$ cat config.mk
export PLATFORM = sky130hd
export DESIGN_NAME = timecode_arithmetic_unit_top
export DESIGN_NICKNAME = d
export VERILOG_FILES = /design/src/rtl/core/tcau_pkg.sv /design/src/rtl/core/tcau_flow.sv /design/src/rtl/core/timecode_arithmetic_unit_top.sv
export SDC_FILE = /design/constraint.sdc
export NUM_CORES = 2
export LEC_CHECK = 0
export ABC_AREA = 1
export BUFFER_PORTS_ARGS = -buffer_cell sky130_fd_sc_hd__clkbuf_2
export CAP_MARGIN = 10
export CORE_MARGIN = 1
export CORE_UTILIZATION = 60
export DETAILED_ROUTE_END_ITERATION = 12
export GPL_ROUTABILITY_DRIVEN = 0
export MAX_ROUTING_LAYER = met4
export PLACE_DENSITY = 0.83
export SYNTH_ARGS = -nofsm -noshare
export SYNTH_HDL_FRONTEND = slang
export SYNTH_SLANG_ARGS = --single-unit
$ cat constraint.sdc
create_clock -name clock -period 13.2 [get_ports clock]
set_clock_uncertainty 0.05 [all_clocks]
set_input_delay 1.32 -clock clock [delete_from_list [all_inputs] [get_ports clock]]
set_output_delay 1.32 -clock clock [all_outputs]
set_load 0.01 [all_outputs]
$ cat src/rtl/core/tcau_pkg.sv
// Shared types, opcodes and constants of the timecode arithmetic unit.
`default_nettype none

package tcau_pkg;

   localparam int STAGES = 6;

   localparam logic [2:0] OP_ADD       = 3'd0;
   localparam logic [2:0] OP_SUB       = 3'd1;
   localparam logic [2:0] OP_TO_TC     = 3'd2;
   localparam logic [2:0] OP_TO_FRAMES = 3'd3;
   localparam logic [2:0] OP_COMPARE   = 3'd4;

   localparam logic [4:0]  FRAMES_PER_SEC = 5'd25;
   localparam logic [5:0]  SECS_PER_MIN   = 6'd60;
   localparam logic [5:0]  MINS_PER_HOUR  = 6'd60;
   localparam logic [11:0] SECS_PER_HOUR  = 12'd3600;

   // floor(2^30 / 25), floor(2^32 / 3600), ceil(2^18 / 60)
   localparam logic [25:0] RECIP_25   = 26'd42949672;
   localparam logic [20:0] RECIP_3600 = 21'd1193046;
   localparam logic [12:0] RECIP_60   = 13'd4370;

   typedef struct packed {
      logic [2:0]  operation;
      logic [7:0]  a_hour;
      logic [5:0]  a_minute;
      logic [5:0]  a_second;
      logic [4:0]  a_frame;
      logic [7:0]  b_hour;
      logic [5:0]  b_minute;
      logic [5:0]  b_second;
      logic [4:0]  b_frame;
      logic [24:0] frame_count;
   } req_type;

   typedef struct packed {
      logic [7:0]  res_hour;
      logic [5:0]  res_minute;
      logic [5:0]  res_second;
      logic [4:0]  res_frame;
      logic [24:0] res_total_frames;
      logic        wrapped;
      logic        is_less;
      logic        is_equal;
      logic        is_greater;
   } rsp_type;

   typedef struct packed {
      logic [STAGES-1:0] load;
      logic [STAGES-1:0] valid;
   } flow_type;

endpackage

`default_nettype wire

$ cat src/rtl/core/tcau_flow.sv
// Stage valid bits and load enables of the timecode pipeline.
`default_nettype none

module tcau_flow (
   input  logic               clock,
   input  logic               reset,
   input  logic               in_valid,
   input  logic               out_stall,
   output logic               in_stall,
   output tcau_pkg::flow_type flow
);
   import tcau_pkg::*;

   logic [STAGES-1:0] valid_ff;
   logic [STAGES-1:0] valid_in;
   logic [STAGES:0]   ready;

   // a stage takes a beat when empty or when its successor moves on
   always_comb begin
      ready[STAGES] = !out_stall;
      for (int k = STAGES - 1; k >= 0; k--) begin
         ready[k] = !valid_ff[k] || ready[k+1];
      end
   end

   always_comb begin
      valid_in = valid_ff;
      if (ready[0]) begin
         valid_in[0] = in_valid;
      end
      for (int k = 1; k < STAGES; k++) begin
         if (ready[k]) begin
            valid_in[k] = valid_ff[k-1];
         end
      end
   end

   always_ff @(posedge clock) begin
      if (reset) begin
         valid_ff <= '0;
      end else begin
         valid_ff <= valid_in;
      end
   end

   assign in_stall   = !ready[0];
   assign flow.load  = ready[STAGES-1:0];
   assign flow.valid = valid_ff;

endmodule

`default_nettype wire

$ cat src/rtl/core/timecode_arithmetic_unit_top.sv
// Top level of the 25 fps timecode arithmetic unit.
// Six register stages lie between an accepted req beat and rsp_valid, one
// per constant multiply or digit step. Throughput: one beat per cycle
// when rsp_stall is low; the six stages drain into any gap.
// Reset: synchronous, active high; clears the stage valid bits only.
`default_nettype none

module timecode_arithmetic_unit_top (
   input  logic              clock,
   input  logic              reset,
   input  logic              req_valid,
   output logic              req_stall,
   input  tcau_pkg::req_type req_beat,
   output logic              rsp_valid,
   input  logic              rsp_stall,
   output tcau_pkg::rsp_type rsp_beat
);
   import tcau_pkg::*;

   typedef struct packed {
      logic [2:0]  op;
      logic [7:0]  a_hour;
      logic [7:0]  b_hour;
      logic [5:0]  a_minute;
      logic [5:0]  b_minute;
      logic [5:0]  a_second;
      logic [4:0]  a_frame;
      logic [24:0] frame_count;
      logic [4:0]  frame;
      logic [5:0]  second;
      logic        carry;
      logic        is_less;
      logic        is_equal;
      logic        is_greater;
      logic [13:0] mins_total;
      logic [20:0] secs_est;
   } stage1_type;

   typedef struct packed {
      logic [2:0]  op;
      logic [7:0]  hour;
      logic [5:0]  minute;
      logic [5:0]  second;
      logic [4:0]  frame;
      logic        wrapped;
      logic        is_less;
      logic        is_equal;
      logic        is_greater;
      logic [4:0]  conv_frame;
      logic [7:0]  conv_hour;
      logic [5:0]  conv_minute;
      logic [24:0] total;
   } hold_type;

   tcau_pkg::flow_type flow;

   tcau_flow u_flow (
      .clock     (clock),
      .reset     (reset),
      .in_valid  (req_valid),
      .out_stall (rsp_stall),
      .in_stall  (req_stall),
      .flow      (flow)
   );

   // stage 1: frame and second digits, compare, first products
   stage1_type  s1_in, s1_ff;
   logic [5:0]  f_sum, f_dif;
   logic [6:0]  s_sum, s_dif;
   logic        f_carry, f_borrow;
   logic [50:0] prod1;

   always_comb begin
      f_sum    = {1'b0, req_beat.a_frame} + {1'b0, req_beat.b_frame};
      f_carry  = f_sum >= {1'b0, FRAMES_PER_SEC};
      f_dif    = {1'b0, req_beat.a_frame} - {1'b0, req_beat.b_frame};
      f_borrow = f_dif[5];
      s_sum    = {1'b0, req_beat.a_second} + {1'b0, req_beat.b_second} + {6'd0, f_carry};
      s_dif    = {1'b0, req_beat.a_second} - {1'b0, req_beat.b_second} - {6'd0, f_borrow};
      prod1    = 51'(req_beat.frame_count) * 51'(RECIP_25);

      s1_in.op          = req_beat.operation;
      s1_in.a_hour      = req_beat.a_hour;
      s1_in.b_hour      = req_beat.b_hour;
      s1_in.a_minute    = req_beat.a_minute;
      s1_in.b_minute    = req_beat.b_minute;
      s1_in.a_second    = req_beat.a_second;
      s1_in.a_frame     = req_beat.a_frame;
      s1_in.frame_count = req_beat.frame_count;
      if (req_beat.operation == OP_SUB) begin
         s1_in.frame  = f_borrow ? 5'(f_dif + {1'b0, FRAMES_PER_SEC}) : f_dif[4:0];
         s1_in.second = s_dif[6] ? 6'(s_dif + {1'b0, SECS_PER_MIN}) : s_dif[5:0];
         s1_in.carry  = s_dif[6];
      end else begin
         s1_in.frame  = f_carry ? 5'(f_sum - {1'b0, FRAMES_PER_SEC}) : f_sum[4:0];
         s1_in.second = (s_sum >= {1'b0, SECS_PER_MIN}) ?
                        6'(s_sum - {1'b0, SECS_PER_MIN}) : s_sum[5:0];
         s1_in.carry  = s_sum >= {1'b0, SECS_PER_MIN};
      end
      s1_in.is_less    = {req_beat.a_hour, req_beat.a_minute, req_beat.a_second,
                          req_beat.a_frame} <
                         {req_beat.b_hour, req_beat.b_minute, req_beat.b_second,
                          req_beat.b_frame};
      s1_in.is_equal   = {req_beat.a_hour, req_beat.a_minute, req_beat.a_second,
                          req_beat.a_frame} ==
                         {req_beat.b_hour, req_beat.b_minute, req_beat.b_second,
                          req_beat.b_frame};
      s1_in.is_greater = {req_beat.a_hour, req_beat.a_minute, req_beat.a_second,
                          req_beat.a_frame} >
                         {req_beat.b_hour, req_beat.b_minute, req_beat.b_second,
                          req_beat.b_frame};
      s1_in.mins_total = 14'(req_beat.a_hour) * 14'(MINS_PER_HOUR) + 14'(req_beat.a_minute);
      s1_in.secs_est   = prod1[50:30];
   end

   // stage 2: minute and hour digits, remainder of the divide by 25
   hold_type    s2_in, s2_ff;
   logic [19:0] s2_secs_total_in, s2_secs_total_ff;
   logic [4:0]  s2_a_frame_ff;
   logic [20:0] s2_secs_in, s2_secs_ff;
   logic [6:0]  m_sum, m_dif;
   logic [8:0]  h_sum, h_dif;
   logic [24:0] f_rem_full;
   logic [5:0]  f_rem;

   always_comb begin
      m_sum      = {1'b0, s1_ff.a_minute} + {1'b0, s1_ff.b_minute} + {6'd0, s1_ff.carry};
      m_dif      = {1'b0, s1_ff.a_minute} - {1'b0, s1_ff.b_minute} - {6'd0, s1_ff.carry};
      f_rem_full = s1_ff.frame_count - 25'(s1_ff.secs_est) * 25'(FRAMES_PER_SEC);
      f_rem      = f_rem_full[5:0];

      s2_in            = '0;
      s2_in.op         = s1_ff.op;
      s2_in.frame      = s1_ff.frame;
      s2_in.second     = s1_ff.second;
      s2_in.is_less    = s1_ff.is_less;
      s2_in.is_equal   = s1_ff.is_equal;
      s2_in.is_greater = s1_ff.is_greater;
      if (s1_ff.op == OP_SUB) begin
         h_sum         = '0;
         h_dif         = {1'b0, s1_ff.a_hour} - {1'b0, s1_ff.b_hour} - {8'd0, m_dif[6]};
         s2_in.minute  = m_dif[6] ? 6'(m_dif + {1'b0, MINS_PER_HOUR}) : m_dif[5:0];
         s2_in.hour    = h_dif[7:0];
         s2_in.wrapped = h_dif[8];
      end else begin
         h_dif         = '0;
         h_sum         = {1'b0, s1_ff.a_hour} + {1'b0, s1_ff.b_hour} +
                         {8'd0, m_sum >= {1'b0, MINS_PER_HOUR}};
         s2_in.minute  = (m_sum >= {1'b0, MINS_PER_HOUR}) ?
                         6'(m_sum - {1'b0, MINS_PER_HOUR}) : m_sum[5:0];
         s2_in.hour    = h_sum[7:0];
         s2_in.wrapped = h_sum[8];
      end
      if (f_rem >= {1'b0, FRAMES_PER_SEC}) begin
         s2_in.conv_frame = 5'(f_rem - {1'b0, FRAMES_PER_SEC});
         s2_secs_in       = s1_ff.secs_est + 21'd1;
      end else begin
         s2_in.conv_frame = f_rem[4:0];
         s2_secs_in       = s1_ff.secs_est;
      end
      s2_secs_total_in = 20'(s1_ff.mins_total) * 20'(SECS_PER_MIN) + 20'(s1_ff.a_second);
   end

   // stage 3: frame total of A, hour estimate of the conversion
   hold_type    s3_in, s3_ff;
   logic [20:0] s3_secs_ff;
   logic [8:0]  s3_hour_est_in, s3_hour_est_ff;
   logic [41:0] prod3;

   always_comb begin
      prod3          = 42'(s2_secs_ff) * 42'(RECIP_3600);
      s3_hour_est_in = prod3[40:32];
      s3_in          = s2_ff;
      s3_in.total    = 25'(s2_secs_total_ff) * 25'(FRAMES_PER_SEC) + 25'(s2_a_frame_ff);
   end

   // stage 4: hour correction and seconds within the hour
   hold_type    s4_in, s4_ff;
   logic [11:0] s4_rem_in, s4_rem_ff;
   logic [20:0] h_rem_full;
   logic [12:0] h_rem;

   always_comb begin
      h_rem_full = s3_secs_ff - 21'(s3_hour_est_ff) * 21'(SECS_PER_HOUR);
      h_rem      = h_rem_full[12:0];
      s4_in      = s3_ff;
      if (h_rem >= {1'b0, SECS_PER_HOUR}) begin
         s4_rem_in       = 12'(h_rem - {1'b0, SECS_PER_HOUR});
         s4_in.conv_hour = 8'(s3_hour_est_ff + 9'd1);
      end else begin
         s4_rem_in       = h_rem[11:0];
         s4_in.conv_hour = s3_hour_est_ff[7:0];
      end
   end

   // stage 5: minutes of the conversion
   hold_type    s5_in, s5_ff;
   logic [11:0] s5_rem_ff;
   logic [24:0] prod5;

   always_comb begin
      prod5             = 25'(s4_rem_ff) * 25'(RECIP_60);
      s5_in             = s4_ff;
      s5_in.conv_minute = prod5[23:18];
   end

   // stage 6: seconds of the conversion, result select
   rsp_type     s6_in, s6_ff;
   logic [11:0] sec_rem;

   always_comb begin
      sec_rem = s5_rem_ff - 12'(s5_ff.conv_minute) * 12'(SECS_PER_MIN);
      s6_in   = '0;
      unique case (s5_ff.op)
         OP_ADD, OP_SUB: begin
            s6_in.res_hour   = s5_ff.hour;
            s6_in.res_minute = s5_ff.minute;
            s6_in.res_second = s5_ff.second;
            s6_in.res_frame  = s5_ff.frame;
            s6_in.wrapped    = s5_ff.wrapped;
         end
         OP_TO_TC: begin
            s6_in.res_hour   = s5_ff.conv_hour;
            s6_in.res_minute = s5_ff.conv_minute;
            s6_in.res_second = sec_rem[5:0];
            s6_in.res_frame  = s5_ff.conv_frame;
         end
         OP_TO_FRAMES: begin
            s6_in.res_total_frames = s5_ff.total;
         end
         OP_COMPARE: begin
            s6_in.is_less    = s5_ff.is_less;
            s6_in.is_equal   = s5_ff.is_equal;
            s6_in.is_greater = s5_ff.is_greater;
         end
         default: begin
            s6_in = '0;
         end
      endcase
   end

   always_ff @(posedge clock) begin
      if (flow.load[0]) begin
         s1_ff <= s1_in;
      end
      if (flow.load[1]) begin
         s2_ff            <= s2_in;
         s2_secs_ff       <= s2_secs_in;
         s2_secs_total_ff <= s2_secs_total_in;
         s2_a_frame_ff    <= s1_ff.a_frame;
      end
      if (flow.load[2]) begin
         s3_ff          <= s3_in;
         s3_secs_ff     <= s2_secs_ff;
         s3_hour_est_ff <= s3_hour_est_in;
      end
      if (flow.load[3]) begin
         s4_ff     <= s4_in;
         s4_rem_ff <= s4_rem_in;
      end
      if (flow.load[4]) begin
         s5_ff     <= s5_in;
         s5_rem_ff <= s4_rem_ff;
      end
      if (flow.load[5]) begin
         s6_ff <= s6_in;
      end
   end

   assign rsp_valid = flow.valid[STAGES-1];
   assign rsp_beat  = s6_ff;

`ifndef SYNTHESIS
   // input held off only when every stage is full and the output is stalled
   a_stall_only_when_full: assert property (@(posedge clock) disable iff (reset)
      req_stall |-> (&flow.valid && rsp_stall))
      else $error("req stalled with a bubble in the pipeline");

   // a beat in the last but one stage reaches the output when not stalled
   a_beat_advances: assert property (@(posedge clock) disable iff (reset)
      (flow.valid[STAGES-2] && !rsp_stall) |=> rsp_valid)
      else $error("beat failed to advance to the output stage");

   // wrap and compare flags come from different operations
   a_flags_exclusive: assert property (@(posedge clock) disable iff (reset)
      rsp_valid |-> !(rsp_beat.wrapped &&
                      (rsp_beat.is_less || rsp_beat.is_equal || rsp_beat.is_greater)))
      else $error("wrap and compare flags set in the same beat");
`endif

endmodule

`default_nettype wire
---- After elaboration in Yosys (flattened, before gate mapping) ----
Index checks and enable logic that the tools add are counted.
storage, ports and cells
  register bits ........................... 489
  bits of input ports ..................... 82
  output and inout bits ................... 56
  word-level logic and storage cells ...... 167
cells by class
  add/sub/neg operators ................... 30
  multiply operators ...................... 9
  magnitude comparators ................... 7
  equality and inequality tests ........... 7
  multiplexer cells ....................... 14
  reduce and logical (&&, ||, !) cells .... 16
operators with widths
  operator                  number
  $pmux W25 S2              1
  $mul A25 B23 Y48 const B  1
  $mul A21 B20 Y40 const B  1
  $add A25 B5 Y25           1
  $eq A25 B25 Y1            1
  $gt A25 B25 Y1            1
  $lt A25 B25 Y1            1
  $mul A20 B5 Y25 const B   1
  $mux W12                  2
  $mux W6                   4
  $mul A12 B12 Y23 const B  1
  $add A21 B1 Y21 const B   1
  $mul A21 B5 Y6 const B    1
  $mux W21                  1
  $add A20 B6 Y20           1
  $mul A14 B4 Y18 const B   1
  $mux W5                   3
  $add A14 B6 Y14           1
  $add A6 B6 Y7             2
  $add A7 B1 Y7             2
  $ge A7 B6 Y1 const B      2
  $mux W14                  1
  $sub A6 B6 Y7             2
  $sub A7 B1 Y7             2
  other kinds (28)          48

---- Longest topological paths before layout ----
  word-level depth ........................ 8
  depth in mapped cells ................... 25
  mapped depth without buffers ............ 25

---- Hierarchy ----
Synthesis repeated with hierarchy kept, for this count alone.
unflattened totals
  cell total of the unflattened synthesis .. 4641
  area total of the unflattened synthesis .. 46081.7 sq um
modules (own cells, without submodules)
  module                        instances  cells an instance  area an instance (sq um)  sequential area each (sq um)
  timecode_arithmetic_unit_top  1          4615               45836.5                   14443.9
  tcau_flow                     1          26                 245.2                     120.1

---- Worst setup path after synthesis ----
No wires, ideal clock.
  path type ............................... input port to flip-flop
  start point ............................. input rsp_stall
  end point ............................... register s1_ff[0] (netlist name), enable pin
  setup time .............................. 450 ps
  data arrival time ....................... 11938 ps
  slack ................................... 762 ps
  stages on the path ...................... 11
  path buffers ............................ 0
  cells stage by stage .................... nand2_1 -> nor2_1 -> inv_1 -> nor2_1 -> inv_1 -> nor2_1 -> inv_1 -> nor2_1 -> inv_1 -> nor2_1 -> inv_1
RTL lines
  what                    line                                 text
  start: declaration      timecode_arithmetic_unit_top.sv:15   input logic rsp_stall,
  end signal: assignment  timecode_arithmetic_unit_top.sv:244  s1_ff <= s1_in;
  end: declaration        timecode_arithmetic_unit_top.sv:67   stage1_type s1_in, s1_ff;

---- Final worst setup path ----
  start point ............................. input req_beat[9] (netlist name)
  end point ............................... register s1_ff[16] (netlist name), data pin
between the ends
  longest elaborated chain between the ends .. 1
RTL lines
  what                line                                text
  start: declaration  timecode_arithmetic_unit_top.sv:13  input tcau_pkg::req_type req_beat,
  $mul A25 B23 Y48    timecode_arithmetic_unit_top.sv:80  prod1 = 51'(req_beat.frame_count) * 51'(RECIP_25);
  via prod1[46]       timecode_arithmetic_unit_top.sv:71  logic [50:0] prod1;
The timed path passes the listed nets, and every way through them passes these cells.
A chain may end at the register's enable or synchronous reset.

==> out/results.md <==
## Outcome
* run status: completed

## STA
* share of the clock period used by the worst path: 51.4%
* final number of hold-violating endpoints: 0
* max frequency: 147 MHz
* setup violators final: 0
* post-route setup slack: 6.41 ns
* Total Neg Setup Slack: 0 ns
* final period demand of the worst path: 6.79 ns
* number of pins with negative max-slew slack in the final report: 0
* Relative slew margins: 26.2%
* unrepaired setup endpoints after global routing: false
* transition time at the pin with the least slew margin: 1.11 ns

## Clocking
* post-CTS sizing: 0
* CTS root buffer: sky130_fd_sc_hd__clkbuf_16
* Post-CTS Setup Repair Bufs: 0
* CTS tree: yes
* worst-case clock buffer depth: 3
* clock edge transition at the registers on the reported setup and hold paths: 0.06 ns
* number of buffers created by CTS: 49
* clk_lat worst skew: 0.61 ns
* number of H-tree levels: 2
* total of hold buffers inserted after clock tree synthesis: 0
* number of clock sinks seen by CTS: 487

## Placed design
* Port Buffers: 137
* half-perimeter wire length of the detailed placement result: 82,100 µm
* worst slack at placement: 5.91 ns

## Critical path
* highest net fanout along the worst path: 10
* endpoint of the worst-slack reg-to-reg timing path: s3_hour_est_ff[5]
* arrival time at the worst endpoint: 7.08 ns
* Worst Path Required: 13.49 ns
* startpoint type of the worst setup path: input pin
* setup slack of the most critical reg-to-reg path: 7.45 ns
* kind of end point of the critical path: flip-flop
* start of the worst register-to-register path: s2_secs_ff[9]
* worst reg-to-reg path cell count: 17
* kind of critical path: in -> reg

## Yosys
* mux cell area share after synthesis: 0%
* syn_area_per_cell: 10.0 µm²
* count of distinct cell types in the synthesized netlist: 57
* most instantiated flip-flop cell in the synthesis netlist: sky130_fd_sc_hd__edfxtp_1
* synthesized-area fraction occupied by and/or/nand/nor cells: 10.9%
* adder-cell share of the synthesized area: 38.9%
* number of cells produced by synthesis: 4,590
* post-synthesis cell area: 46,000 µm²
* Post-Synth XOR/XNOR Area: 3.60%
* syn nets: 5,862
* proportion of synthesized chip area in sequential cells: 31.7%
* post-synthesis compound-gate area fraction: 5.90%
* FFs w/ async S/R, synth: 0%
* Yosys warnings: 0
* EDFF count, synth: 481
* flops & latches, synth: 487
* largest family of logic cells by synthesized area: adder cells

## Drt
* met1 wire length: 41,600 µm
* final wirelength: 103,000 µm
* residual DRC count: 0
* DR iter-0 viols: 2,434
* number of vias per cell after detailed routing: 5.54
* detailed-route via count: 32,400
* Met3 Wirelength: 7310 µm
* count of TritonRoute iterations in the first routing pass: 8
* Met2 Routed Length: 50,600 µm
* wire per inst: 17.7 µm
* count of antenna-violating nets left after detailed routing: 0
* top layer used by detailed routing: met4

## Floorplanning
* area of the placeable core: 75,900 µm²
* starting density of the core: 60.6%
* number of placement rows: 101
* height of the die: 279 µm
* number of placed I/O pins: 138
* area of the die: 77,800 µm²
* DIE WIDTH: 279 µm

## GRT
* pin count of the biggest net entering global routing: 84
* initial antenna violation count: 0
* overall track demand over capacity in global routing: 27.9%
* total global routing overflow: 0
* global-route wire length before repair: 167,000 µm
* vias in the first global route: 33,400

## Cells and area
* most frequent standard cell in the layout excluding fill and tap cells: sky130_fd_sc_hd__inv_1
* ant diodes: 0
* fraction of final layout cells with drive strength greater than 1: 6.20%
* layout overhead on the synthesized area: 7.98%
* Final #Nets: 6,042
* commonest cells after routing, fill and taps aside: sky130_fd_sc_hd__inv_1 (1,072), sky130_fd_sc_hd__ha_1 (791), sky130_fd_sc_hd__nand2_1 (615)
* count of fill cells added during filler insertion: 5,484

## Hold path
* Hold Path Sink: s5_ff[72]
* source of the worst hold timing path: s4_ff[72]
* worst min-delay path class: reg -> reg
* number of cells on the worst hold path: 0

## Job
* max_cap viols: 0

## worst max-delay path by stage
stage	slack (ns)	start	to
floorplan	0.76	rsp_stall	s1_ff[0]
global placement	6.07	req_beat[10]	s1_ff[16]
detailed placement	5.91	req_beat[9]	s1_ff[16]
CTS	6.54	req_beat[9]	s1_ff[16]
global route	6.22	req_beat[10]	s1_ff[10]
finish	6.41	req_beat[9]	s1_ff[16]
## metal layers
metal	vias up	track usage (%)
met4	0	9.66
met5	-	-
met3	298	3.22
met2	1324	47.6
met1	15400	34.6
li1	15300	-
## per-stage QoR
| stage | utilization [%] | instance area [µm²] | hold slack (ns) | cells |
|---|---|---|---|---|
| after floorplan | - | 46000 | 0.350 | 4590 |
| after global placement | 63.1 | 47900 | 0.350 | 5749 |
| after detailed placement | 63.1 | 47900 | 0.355 | 5749 |
| after CTS | 65.4 | 49700 | 0.356 | 5840 |
| after global routing | 65.4 | 49700 | 0.362 | 5840 |
| final | 65.4 | 49700 | 0.348 | 5840 |
## critical path, stage by stage
cell and delay (ns):
sky130_fd_sc_hd__clkbuf_2 0.25, sky130_fd_sc_hd__ha_1 0.43, sky130_fd_sc_hd__inv_1 0.09, sky130_fd_sc_hd__fa_1 0.55
sky130_fd_sc_hd__inv_1 0.07, sky130_fd_sc_hd__fa_1 0.54, sky130_fd_sc_hd__fa_1 0.46, sky130_fd_sc_hd__fa_1 0.52
sky130_fd_sc_hd__fa_1 0.57, sky130_fd_sc_hd__inv_1 0.06, sky130_fd_sc_hd__fa_1 0.53, sky130_fd_sc_hd__inv_1 0.05
sky130_fd_sc_hd__ha_1 0.31, sky130_fd_sc_hd__nand2_1 0.09, sky130_fd_sc_hd__nor2_1 0.21, sky130_fd_sc_hd__nand4_1 0.12
sky130_fd_sc_hd__or2_2 0.31, sky130_fd_sc_hd__nand3_1 0.19, sky130_fd_sc_hd__nand2_1 0.11, sky130_fd_sc_hd__o21ai_0 0.20
sky130_fd_sc_hd__xor2_1 0.09
## layout make-up
cell class                      count  area (µm²)  area share, %
Clock buffer                       59        1290           2.60
Inverter                         1079        4060           8.17
Sequential cell                   487       14600           29.3
Tap cell                         1030        1290           2.59
Timing Repair Buffer              147         761           1.53
Clock inverter                     32         440          0.887
Multi-Input combinational cell   3006       27300           54.9
## cell usage after synthesis, types with 4 or more instances
cell type	instances	area (µm²)
sky130_fd_sc_hd__inv_1	1077	4040
sky130_fd_sc_hd__ha_1	791	9900
sky130_fd_sc_hd__nand2_1	616	2310
sky130_fd_sc_hd__edfxtp_1	481	14400
sky130_fd_sc_hd__fa_1	399	7990
sky130_fd_sc_hd__nor2_1	248	931
sky130_fd_sc_hd__a21oi_1	186	931
sky130_fd_sc_hd__nand3_1	154	771
sky130_fd_sc_hd__o21ai_0	129	646
sky130_fd_sc_hd__xor2_1	128	1120
sky130_fd_sc_hd__nand4_1	50	313
sky130_fd_sc_hd__xnor2_1	48	420
sky130_fd_sc_hd__nor3_1	35	175
sky130_fd_sc_hd__a22o_1	21	184
sky130_fd_sc_hd__a31oi_1	21	131
sky130_fd_sc_hd__o21ai_2	21	184
sky130_fd_sc_hd__nor4_1	20	125
sky130_fd_sc_hd__a21o_1	18	135
sky130_fd_sc_hd__nand3b_1	17	128
sky130_fd_sc_hd__o21bai_1	16	120
sky130_fd_sc_hd__a21boi_0	10	75.1
sky130_fd_sc_hd__clkbuf_1	10	37.5
sky130_fd_sc_hd__or2_2	9	56.3
sky130_fd_sc_hd__a211oi_1	8	60.1
sky130_fd_sc_hd__nand2_2	8	50.1
sky130_fd_sc_hd__o21a_1	7	52.6
sky130_fd_sc_hd__dfxtp_1	6	120
sky130_fd_sc_hd__o211ai_1	5	37.5
sky130_fd_sc_hd__xor2_2	5	81.3
sky130_fd_sc_hd__nor2_2	4	25.0
sky130_fd_sc_hd__o22ai_1	4	25.0
## cells by family (layout without fill, tap and decap cells)
group	Yosys count	count (layout)
buffers and inverters	1097	1317
XOR/XNOR	183	183
flip-flops	487	487
adder cells (fa/ha/maj)	1190	1190
AO/OA/AOI/OAI	460	460
AND/OR/NAND/NOR	1173	1173
## flip-flops by register name, summed over array words and instances (netlist names)
name and flops:
s4_rem_ff 12, s5_ff 76, u_flow.valid_ff 6, s1_ff 96, s5_rem_ff 6, s3_ff 62, s3_hour_est_ff 9, s3_secs_ff 13
s2_secs_ff 21, s2_secs_total_ff 20, s2_ff 37, rsp_beat 54, s4_ff 70, s2_a_frame_ff 5
Power is not shown: default switching activity piles up to over one toggle a cycle in this logic, so the estimate is an artifact.
